File: src/rtl/fip_pkg.sv
// Shared types and constants for the Feistel index permuter.
package fip_pkg;

    localparam int APB_ADDR_W = 4;
    localparam int APB_DATA_W = 64;

    // Register index, taken from paddr[3] (registers sit on 8-byte steps).
    localparam logic REG_TOTAL_COUNT = 1'b0;
    localparam logic REG_PASS_KEY    = 1'b1;

    localparam logic [31:0] GOLDEN_STEP = 32'h9E37_79B9;
    localparam logic [31:0] MIX_MUL_A   = 32'h85EB_CA6B;
    localparam logic [31:0] MIX_MUL_B   = 32'hC2B2_AE35;
    localparam logic [31:0] KEY_OFFSET  = 32'h0000_1234;

    localparam logic [1:0] LAST_ROUND = 2'd3;

    // Commands from the controller to the datapath.
    typedef struct packed {
        logic       scan_load;
        logic       scan_step;
        logic       load_item;
        logic       reduce;
        logic       split;
        logic       mix_a;
        logic       mix_b;
        logic       round_upd;
        logic       join_x;
        logic       out_load;
        logic       load_rk;
        logic [1:0] rk_round;
    } fip_cmd_t;

    // Status from the datapath to the controller.
    typedef struct packed {
        logic scan_more;
        logic n_small;
        logic x_ge_n;
    } fip_status_t;

    // Round number times the golden step, modulo 2^32.
    function automatic logic [31:0] round_step(input logic [1:0] rnd);
        logic [31:0] step;
        case (rnd)
            2'd0:    step = 32'h0000_0000;
            2'd1:    step = GOLDEN_STEP;
            2'd2:    step = 32'h3C6E_F372;
            2'd3:    step = 32'hDAA6_6D2B;
            default: step = 32'h0000_0000;
        endcase
        return step;
    endfunction

endpackage

File: src/rtl/fip_regs.sv
// Configuration register block with an APB-style slave port.
module fip_regs
    import fip_pkg::*;
#(
    parameter int INDEX_BITS = 40
)
(
    input  logic                    clk,
    input  logic                    rst_n,
    input  logic                    psel,
    input  logic                    penable,
    input  logic                    pwrite,
    input  logic [APB_ADDR_W-1:0]   paddr,
    input  logic [APB_DATA_W-1:0]   pwdata,
    output logic [APB_DATA_W-1:0]   prdata,
    output logic                    pready,
    output logic [INDEX_BITS:0]     total_count,
    output logic [31:0]             mix_key,
    output logic                    count_wr
);

    logic                wr_en;
    logic                reg_sel;
    logic [INDEX_BITS:0] total_count_reg;
    logic [31:0]         pass_key_reg;
    logic [31:0]         mix_key_reg;

    // Byte offset within a register is ignored; bit 3 picks the register.
    assign reg_sel  = paddr[3];
    assign wr_en    = psel && penable && pwrite;
    assign pready   = 1'b1;
    assign count_wr = wr_en && (reg_sel == REG_TOTAL_COUNT);

    always_ff @(posedge clk or negedge rst_n)
    begin
        if (!rst_n)
        begin
            total_count_reg <= '0;
            pass_key_reg    <= '0;
            mix_key_reg     <= KEY_OFFSET;
        end
        else if (wr_en)
        begin
            case (reg_sel)
                REG_TOTAL_COUNT:
                begin
                    total_count_reg <= pwdata[INDEX_BITS:0];
                end
                REG_PASS_KEY:
                begin
                    pass_key_reg <= pwdata[31:0];
                    mix_key_reg  <= pwdata[31:0] + KEY_OFFSET;
                end
                default:
                begin
                    pass_key_reg <= pass_key_reg;
                end
            endcase
        end
    end

    always_comb
    begin
        case (reg_sel)
            REG_TOTAL_COUNT: prdata = APB_DATA_W'(total_count_reg);
            REG_PASS_KEY:    prdata = APB_DATA_W'(pass_key_reg);
            default:         prdata = '0;
        endcase
    end

    assign total_count = total_count_reg;
    assign mix_key     = mix_key_reg;

endmodule

File: src/rtl/fip_datapath.sv
// Datapath: domain scan, modulo fold, Feistel rounds and output register.
module fip_datapath
    import fip_pkg::*;
#(
    parameter int INDEX_BITS = 40
)
(
    input  logic                  clk,
    input  logic                  rst_n,
    input  fip_cmd_t              cmd,
    output fip_status_t           status,
    input  logic [INDEX_BITS:0]   total_count,
    input  logic [31:0]           mix_key,
    input  logic [INDEX_BITS-1:0] index_in,
    output logic [INDEX_BITS-1:0] index_out
);

    localparam int DW     = INDEX_BITS + (INDEX_BITS % 2);
    localparam int HW     = DW / 2;
    localparam int CW     = INDEX_BITS + 1;
    localparam int HALF_W = $clog2(HW + 1);

    logic [CW-1:0]         n_reg;
    logic [DW-1:0]         dmask_reg;
    logic [HW-1:0]         hmask_reg;
    logic [HALF_W-1:0]     half_reg;
    logic [DW-1:0]         x_reg;
    logic [HW-1:0]         lo_reg;
    logic [HW-1:0]         hi_reg;
    logic [31:0]           rk_reg;
    logic [31:0]           p1_reg;
    logic [31:0]           p2_reg;
    logic [INDEX_BITS-1:0] index_out_reg;

    logic [CW-1:0] limit;
    logic [CW-1:0] n_clamped;
    logic [CW-1:0] nm1;
    logic [CW-1:0] x_ext;
    logic [31:0]   mix_in;
    logic [31:0]   mix_mid;
    logic [31:0]   mix_out;
    logic [HW-1:0] f_masked;

    assign limit     = CW'(1) << INDEX_BITS;
    assign n_clamped = (total_count > limit) ? limit : total_count;
    assign nm1       = n_reg - CW'(1);
    assign x_ext     = CW'(x_reg);

    assign status.n_small   = ((n_reg >> 1) == '0);
    // Grow the even domain two bits at a time until n - 1 fits inside it.
    assign status.scan_more = !status.n_small && ((nm1 & ~CW'(dmask_reg)) != '0);
    assign status.x_ge_n    = (x_ext >= n_reg);

    assign mix_in   = 32'(hi_reg) ^ rk_reg;
    assign mix_mid  = p1_reg ^ (p1_reg >> 13);
    assign mix_out  = p2_reg ^ (p2_reg >> 16);
    assign f_masked = HW'(mix_out) & hmask_reg;

    always_ff @(posedge clk or negedge rst_n)
    begin
        if (!rst_n)
        begin
            n_reg     <= '0;
            dmask_reg <= '0;
            hmask_reg <= '0;
            half_reg  <= '0;
        end
        else if (cmd.scan_load)
        begin
            n_reg     <= n_clamped;
            dmask_reg <= '0;
            hmask_reg <= '0;
            half_reg  <= '0;
        end
        else if (cmd.scan_step)
        begin
            dmask_reg <= (dmask_reg << 2) | DW'(3);
            hmask_reg <= (hmask_reg << 1) | HW'(1);
            half_reg  <= half_reg + HALF_W'(1);
        end
    end

    always_ff @(posedge clk)
    begin
        if (cmd.load_item)
        begin
            x_reg <= DW'(index_in) & dmask_reg;
        end
        else if (cmd.reduce)
        begin
            x_reg <= DW'(x_ext - n_reg);
        end
        else if (cmd.join_x)
        begin
            x_reg <= (DW'(hi_reg) << half_reg) | DW'(lo_reg);
        end

        if (cmd.split)
        begin
            lo_reg <= HW'(x_reg) & hmask_reg;
            hi_reg <= HW'(x_reg >> half_reg) & hmask_reg;
        end
        else if (cmd.round_upd)
        begin
            hi_reg <= lo_reg ^ f_masked;
            lo_reg <= hi_reg;
        end

        if (cmd.load_rk)
        begin
            rk_reg <= mix_key + round_step(cmd.rk_round);
        end

        if (cmd.mix_a)
        begin
            p1_reg <= 32'(mix_in * MIX_MUL_A);
        end

        if (cmd.mix_b)
        begin
            p2_reg <= 32'(mix_mid * MIX_MUL_B);
        end

        if (cmd.out_load)
        begin
            index_out_reg <= status.n_small ? '0 : x_reg[INDEX_BITS-1:0];
        end
    end

    assign index_out = index_out_reg;

endmodule

File: src/rtl/fip_ctrl.sv
// Controller state machine sequencing the scan, fold, rounds and walk.
module fip_ctrl
    import fip_pkg::*;
(
    input  logic        clk,
    input  logic        rst_n,
    input  logic        count_wr,
    input  logic        in_valid,
    output logic        in_ready,
    output logic        out_valid,
    input  logic        out_ready,
    input  fip_status_t status,
    output fip_cmd_t    cmd
);

    localparam logic [3:0] ST_IDLE      = 4'd0;
    localparam logic [3:0] ST_SCAN_LOAD = 4'd1;
    localparam logic [3:0] ST_SCAN      = 4'd2;
    localparam logic [3:0] ST_REDUCE    = 4'd3;
    localparam logic [3:0] ST_SPLIT     = 4'd4;
    localparam logic [3:0] ST_MIX_A     = 4'd5;
    localparam logic [3:0] ST_MIX_B     = 4'd6;
    localparam logic [3:0] ST_ROUND     = 4'd7;
    localparam logic [3:0] ST_JOIN      = 4'd8;
    localparam logic [3:0] ST_CHECK     = 4'd9;
    localparam logic [3:0] ST_FINISH    = 4'd10;

    logic [3:0] state_reg;
    logic [3:0] state_next;
    logic [1:0] rnd_reg;
    logic [1:0] rnd_next;
    logic       out_valid_reg;
    logic       out_valid_next;
    logic       accept;

    assign in_ready  = (state_reg == ST_IDLE) && !count_wr;
    assign accept    = in_valid && in_ready;
    assign out_valid = out_valid_reg;

    always_comb
    begin
        state_next = state_reg;
        rnd_next   = rnd_reg;
        cmd        = '0;
        case (state_reg)
            ST_IDLE:
            begin
                if (count_wr)
                begin
                    state_next = ST_SCAN_LOAD;
                end
                else if (accept)
                begin
                    cmd.load_item = 1'b1;
                    state_next    = status.n_small ? ST_FINISH : ST_REDUCE;
                end
            end
            ST_SCAN_LOAD:
            begin
                // A count written at this edge is picked up by loading once more.
                cmd.scan_load = 1'b1;
                state_next    = count_wr ? ST_SCAN_LOAD : ST_SCAN;
            end
            ST_SCAN:
            begin
                if (count_wr)
                begin
                    state_next = ST_SCAN_LOAD;
                end
                else if (status.scan_more)
                begin
                    cmd.scan_step = 1'b1;
                end
                else
                begin
                    state_next = ST_IDLE;
                end
            end
            ST_REDUCE:
            begin
                // An index at or above n is folded by repeated subtraction.
                if (status.x_ge_n)
                begin
                    cmd.reduce = 1'b1;
                end
                else
                begin
                    state_next = ST_SPLIT;
                end
            end
            ST_SPLIT:
            begin
                cmd.split    = 1'b1;
                cmd.load_rk  = 1'b1;
                cmd.rk_round = 2'd0;
                rnd_next     = 2'd0;
                state_next   = ST_MIX_A;
            end
            ST_MIX_A:
            begin
                cmd.mix_a  = 1'b1;
                state_next = ST_MIX_B;
            end
            ST_MIX_B:
            begin
                cmd.mix_b  = 1'b1;
                state_next = ST_ROUND;
            end
            ST_ROUND:
            begin
                cmd.round_upd = 1'b1;
                cmd.load_rk   = 1'b1;
                cmd.rk_round  = rnd_reg + 2'd1;
                rnd_next      = rnd_reg + 2'd1;
                state_next    = (rnd_reg == LAST_ROUND) ? ST_JOIN : ST_MIX_A;
            end
            ST_JOIN:
            begin
                cmd.join_x = 1'b1;
                state_next = ST_CHECK;
            end
            ST_CHECK:
            begin
                // Cycle walking: run another pass until the value lands below n.
                state_next = status.x_ge_n ? ST_SPLIT : ST_FINISH;
            end
            ST_FINISH:
            begin
                if (!out_valid_reg || out_ready)
                begin
                    cmd.out_load = 1'b1;
                    state_next   = ST_IDLE;
                end
            end
            default:
            begin
                state_next = ST_IDLE;
            end
        endcase
    end

    always_comb
    begin
        if (cmd.out_load)
        begin
            out_valid_next = 1'b1;
        end
        else if (out_valid_reg && out_ready)
        begin
            out_valid_next = 1'b0;
        end
        else
        begin
            out_valid_next = out_valid_reg;
        end
    end

    always_ff @(posedge clk or negedge rst_n)
    begin
        if (!rst_n)
        begin
            state_reg     <= ST_IDLE;
            rnd_reg       <= 2'd0;
            out_valid_reg <= 1'b0;
        end
        else
        begin
            state_reg     <= state_next;
            rnd_reg       <= rnd_next;
            out_valid_reg <= out_valid_next;
        end
    end

endmodule

File: src/rtl/feistel_index_permuter.sv
// Top level of the keyed Feistel index permuter with cycle walking.
//
//   Channel   Signals                                                Direction
//   input     in_valid, in_ready, index_in                           transaction in
//   output    out_valid, out_ready, index_out                        transaction out
//   config    psel, penable, pwrite, paddr, pwdata, prdata, pready   APB slave, 64-bit
//
// With a count above one, a transaction folds the index below n by repeated subtraction,
// then runs walking passes of four rounds (states MIX_A, MIX_B and ROUND, set by the two
// registered multiplies of the round hash) and loads the output register once it is free;
// with a count of at most one it goes straight to the output register. Reset clears both
// registers. A write to total_count starts a domain scan that blocks the input. A new
// input is taken while a result waits in the output register.
module feistel_index_permuter
    import fip_pkg::*;
#(
    parameter int INDEX_BITS = 40
)
(
    input  logic                  clk,
    input  logic                  rst_n,
    input  logic                  psel,
    input  logic                  penable,
    input  logic                  pwrite,
    input  logic [APB_ADDR_W-1:0] paddr,
    input  logic [APB_DATA_W-1:0] pwdata,
    output logic [APB_DATA_W-1:0] prdata,
    output logic                  pready,
    input  logic                  in_valid,
    output logic                  in_ready,
    input  logic [INDEX_BITS-1:0] index_in,
    output logic                  out_valid,
    input  logic                  out_ready,
    output logic [INDEX_BITS-1:0] index_out
);

    logic [INDEX_BITS:0] total_count;
    logic [31:0]         mix_key;
    logic                count_wr;
    fip_cmd_t            cmd;
    fip_status_t         status;

    fip_regs #(
        .INDEX_BITS (INDEX_BITS)
    ) u_regs (
        .clk         (clk),
        .rst_n       (rst_n),
        .psel        (psel),
        .penable     (penable),
        .pwrite      (pwrite),
        .paddr       (paddr),
        .pwdata      (pwdata),
        .prdata      (prdata),
        .pready      (pready),
        .total_count (total_count),
        .mix_key     (mix_key),
        .count_wr    (count_wr)
    );

    fip_ctrl u_ctrl (
        .clk       (clk),
        .rst_n     (rst_n),
        .count_wr  (count_wr),
        .in_valid  (in_valid),
        .in_ready  (in_ready),
        .out_valid (out_valid),
        .out_ready (out_ready),
        .status    (status),
        .cmd       (cmd)
    );

    fip_datapath #(
        .INDEX_BITS (INDEX_BITS)
    ) u_datapath (
        .clk         (clk),
        .rst_n       (rst_n),
        .cmd         (cmd),
        .status      (status),
        .total_count (total_count),
        .mix_key     (mix_key),
        .index_in    (index_in),
        .index_out   (index_out)
    );

endmodule
File: config.mk
export PLATFORM = sky130hd
export DESIGN_NAME = feistel_index_permuter
export DESIGN_NICKNAME = d
export VERILOG_FILES = /design/src/rtl/fip_pkg.sv /design/src/rtl/fip_regs.sv /design/src/rtl/fip_datapath.sv /design/src/rtl/fip_ctrl.sv /design/src/rtl/feistel_index_permuter.sv
export SDC_FILE = /design/constraint.sdc
export NUM_CORES = 2
export LEC_CHECK = 0
export BUFFER_PORTS_ARGS = -buffer_cell sky130_fd_sc_hd__buf_2
export CORE_ASPECT_RATIO = 0.9
export CORE_MARGIN = 4
export CORE_UTILIZATION = 55
export CTS_CLUSTER_SIZE = 28
export DETAILED_ROUTE_END_ITERATION = 10
export MAX_ROUTING_LAYER = met4
export PLACE_DENSITY_LB_ADDON = 0.25
export RECOVER_POWER = 50
export SLEW_MARGIN = 20
export SYNTH_ARGS = -nofsm -noshare
export SYNTH_HDL_FRONTEND = slang
export SYNTH_SLANG_ARGS = --single-unit
File: constraint.sdc
create_clock -name clk -period 8.6 [get_ports clk]
set_input_delay 1.72 -clock clk [delete_from_list [all_inputs] [get_ports clk]]
set_output_delay 1.72 -clock clk [all_outputs]
set_load 0.005 [all_outputs]
==> impl_metrics.yaml <==
die:
  die_w_um: 297.8
  initial_core_util: 0.5559
  num_rows: 95
  core_region_area_um2: 74770
  die-area_um2: 80030
  die_y_um: 268.8
  ios: 222
clock_tree:
  clk_latency_ns: 0.62
  path_clk_slew_ns: 0.06
  cts_tree: "done"
  cts_buffers: 46
  post_cts_buffers: 0
  cts_hold_buf: 0
  cts_sinks: 392
  cts-root-buf: "clkbuf_16"
  cts_resized: 0
  htree_levels: 2
  cts_max_path_buffers: 3
hold_path:
  min_to: "u_ctrl.rnd_reg[1]"
  min_path_cells: 2
  worstHoldPathType: "flip-flop to flip-flop"
  worstHoldStart: "u_ctrl.rnd_reg[1]"
timing:
  timing.final.hold_violations: 0
  setup_viol: 0
  finalCritPeriodShare: 0.9129
  worstMarginPinSlew_ns: 4.157
  rsz0062_at_grt: "no"
  max-slew-margin-rel: -1.771
  slew_viol_final: 537
  skew_ns: 0.04590
  max_freq_mhz: 127.4
  fin_crit_ns: 7.851
  setup_tns_ns: 0
route:
  vias_per_cell: 5.927
  drt_iter0_drc: 2776
  finalWirelength_um: 122800
  top_layer: "met4"
  dr_wl_met3_um: 11440
  firstDrtPassIters: 6
  wl_met1_um: 53210
  antenna_left: 0
  wl_met2_um: 54430
  vias: 31650
  drc: 0
  wl_per_cell_um: 23.00
global_route:
  antenna_found_initial: 4
  grt_overflow: 0
  grt_pass1_vias: 31040
  grt_usage: 0.3137
  grt_max_degree: 101
  grt_pass1_wl_um: 185900
cells_and_area:
  drive_gt1_frac: 0.1031
  fin_nets: 5287
  final_common_cell: "inv_1"
  area_growth_pct: 8.364
  fillers: 6392
  multiInputGateArea_um2: 27560
  seqCellArea_um2: 10900
  final_cell_mix: "inv_1, ha_1, nand2_1, fa_1, edfxtp_1"
worst_setup_path:
  path_class: "flip-flop to flip-flop"
  slowest_delay_ns: 0.56
  start_kind: "flip-flop"
  endpoint_kind: "flip-flop"
  required_ns: 8.92
  rr_endpoint: "u_datapath.p2_reg[30]"
  critPathSlowestCell: "fa_1"
  rr_worst_depth: 26
  crit_top_cell: "fa_1"
  cp_max_fo: 6
  rr_startpoint: "u_datapath.p1_reg[15]"
  r2r_slack_ns: 0.75
  crit_arrival_ns: 8.17
synth:
  synthDistinctLibCells: 89
  seq_area_frac_synth: 0.2622
  synth-edff-count: 216
  postSynthAreaPerCell_um2: 9.928
  synthFlopType: "edfxtp_1"
  synth.area.top_cells: "fa_1, edfxtp_1, ha_1"
  ys_ff_latch: 392
  syn-cell-area_um2: 41560
  syn_inst: 4186
  synthArstFlopShare: 0.4490
  yosys_warnings: 0
  yosysTopAreaCell: "fa_1"
  synth_top_area_share: 0.1879
placement:
  hpwl_um: 99810
  io_buffers: 171
  gp_congestion: 0.9906
flow_run:
  drv_cap: 10
outcome:
  violations: "capacitance limit, slew limit"
  status: "finished with violations"
-- cell type report --
type / instances / area share
Timing Repair Buffer: 229 / 0.02737
Clock inverter: 23 / 0.006585
Multi-Input combinational cell: 2992 / 0.6119
Tap cell: 970 / 0.02695
Clock buffer: 62 / 0.02926
Antenna cell: 4 / 0.0002223
Inverter: 667 / 0.05559
Sequential cell: 392 / 0.2421
-- logic make-up after synthesis --
logic type,Yosys count,share of synthesized area
AND/OR/NAND/NOR,929,0.1046
flip-flops,392,0.2622
AO/OA/AOI/OAI,734,0.1149
other,2,0.0001807
XOR/XNOR,265,0.05585
buffers and inverters,824,0.07701
multiplexers,196,0.06079
adder cells (fa/ha/maj),844,0.3246
-- how the worst max path moves through the flow --
stage | start | end | cells after the start | slack (ns)
after detailed placement | u_datapath.hi_reg[3] | u_datapath.p1_reg[31] | 22 | 0.84
after CTS | u_datapath.p1_reg[15] | u_datapath.p2_reg[30] | 26 | 0.78
after global placement | u_datapath.p1_reg[15] | u_datapath.p2_reg[30] | 26 | 0.89
after floorplan | u_datapath.p1_reg[17] | u_datapath.p2_reg[30] | 25 | 1.59
after global routing | u_datapath.p1_reg[15] | u_datapath.p2_reg[30] | 26 | 0.42
final | u_datapath.p1_reg[15] | u_datapath.p2_reg[30] | 26 | 0.75
-- stage by stage --
step | util | instance area [µm²] | hold WS, ns | setup slack (ns) | std cells
floorplan | - | 41640 | 0.4511 | 1.587 | 4208
global placement | 0.5819 | 43510 | 0.4666 | 0.8870 | 5250
detailed placement | 0.5819 | 43510 | 0.4737 | 0.8402 | 5250
CTS | 0.6035 | 45120 | 0.4882 | 0.7789 | 5335
global route | 0.6023 | 45030 | 0.5057 | 0.4201 | 5339
finish | 0.6023 | 45030 | 0.4880 | 0.7487 | 5339
-- synthesized netlist by cell type (31+ instances only) --
master      n
a21o_1     49
and2_1     49
a211oi_1   45
mux4_2     34
ha_1      454
nor3_1     57
a31oi_1    31
xnor2_1   160
nor2_1    178
nand3_1    71
edfxtp_1  216
nand2_1   395
mux2i_1    66
mux2_2     91
a22o_1     40
clkbuf_1  105
dfrtp_1   171
xor2_1    105
a21oi_1   180
fa_1      390
inv_1     665
o21ai_0   175
-- worst max-delay path: cells and delay by family, from the launching register on --
family	cells	cell delay, ns
AO/OA/AOI/OAI	8	1.65
XOR/XNOR	2	0.60
adder cells (fa/ha/maj)	9	3.88
buffers and inverters	6	0.70
flip-flops	1	0.41
AND/OR/NAND/NOR	1	0.32
-- per-layer routing --
layer	up-vias	GRT usage
li1	14500	-
met1	15660	0.4431
met2	1299	0.4723
met3	192	0.05595
met4	0	0.08263
met5	-	-
Power is not shown: default switching activity piles up to over one toggle a cycle in this logic, so the estimate is an artifact.
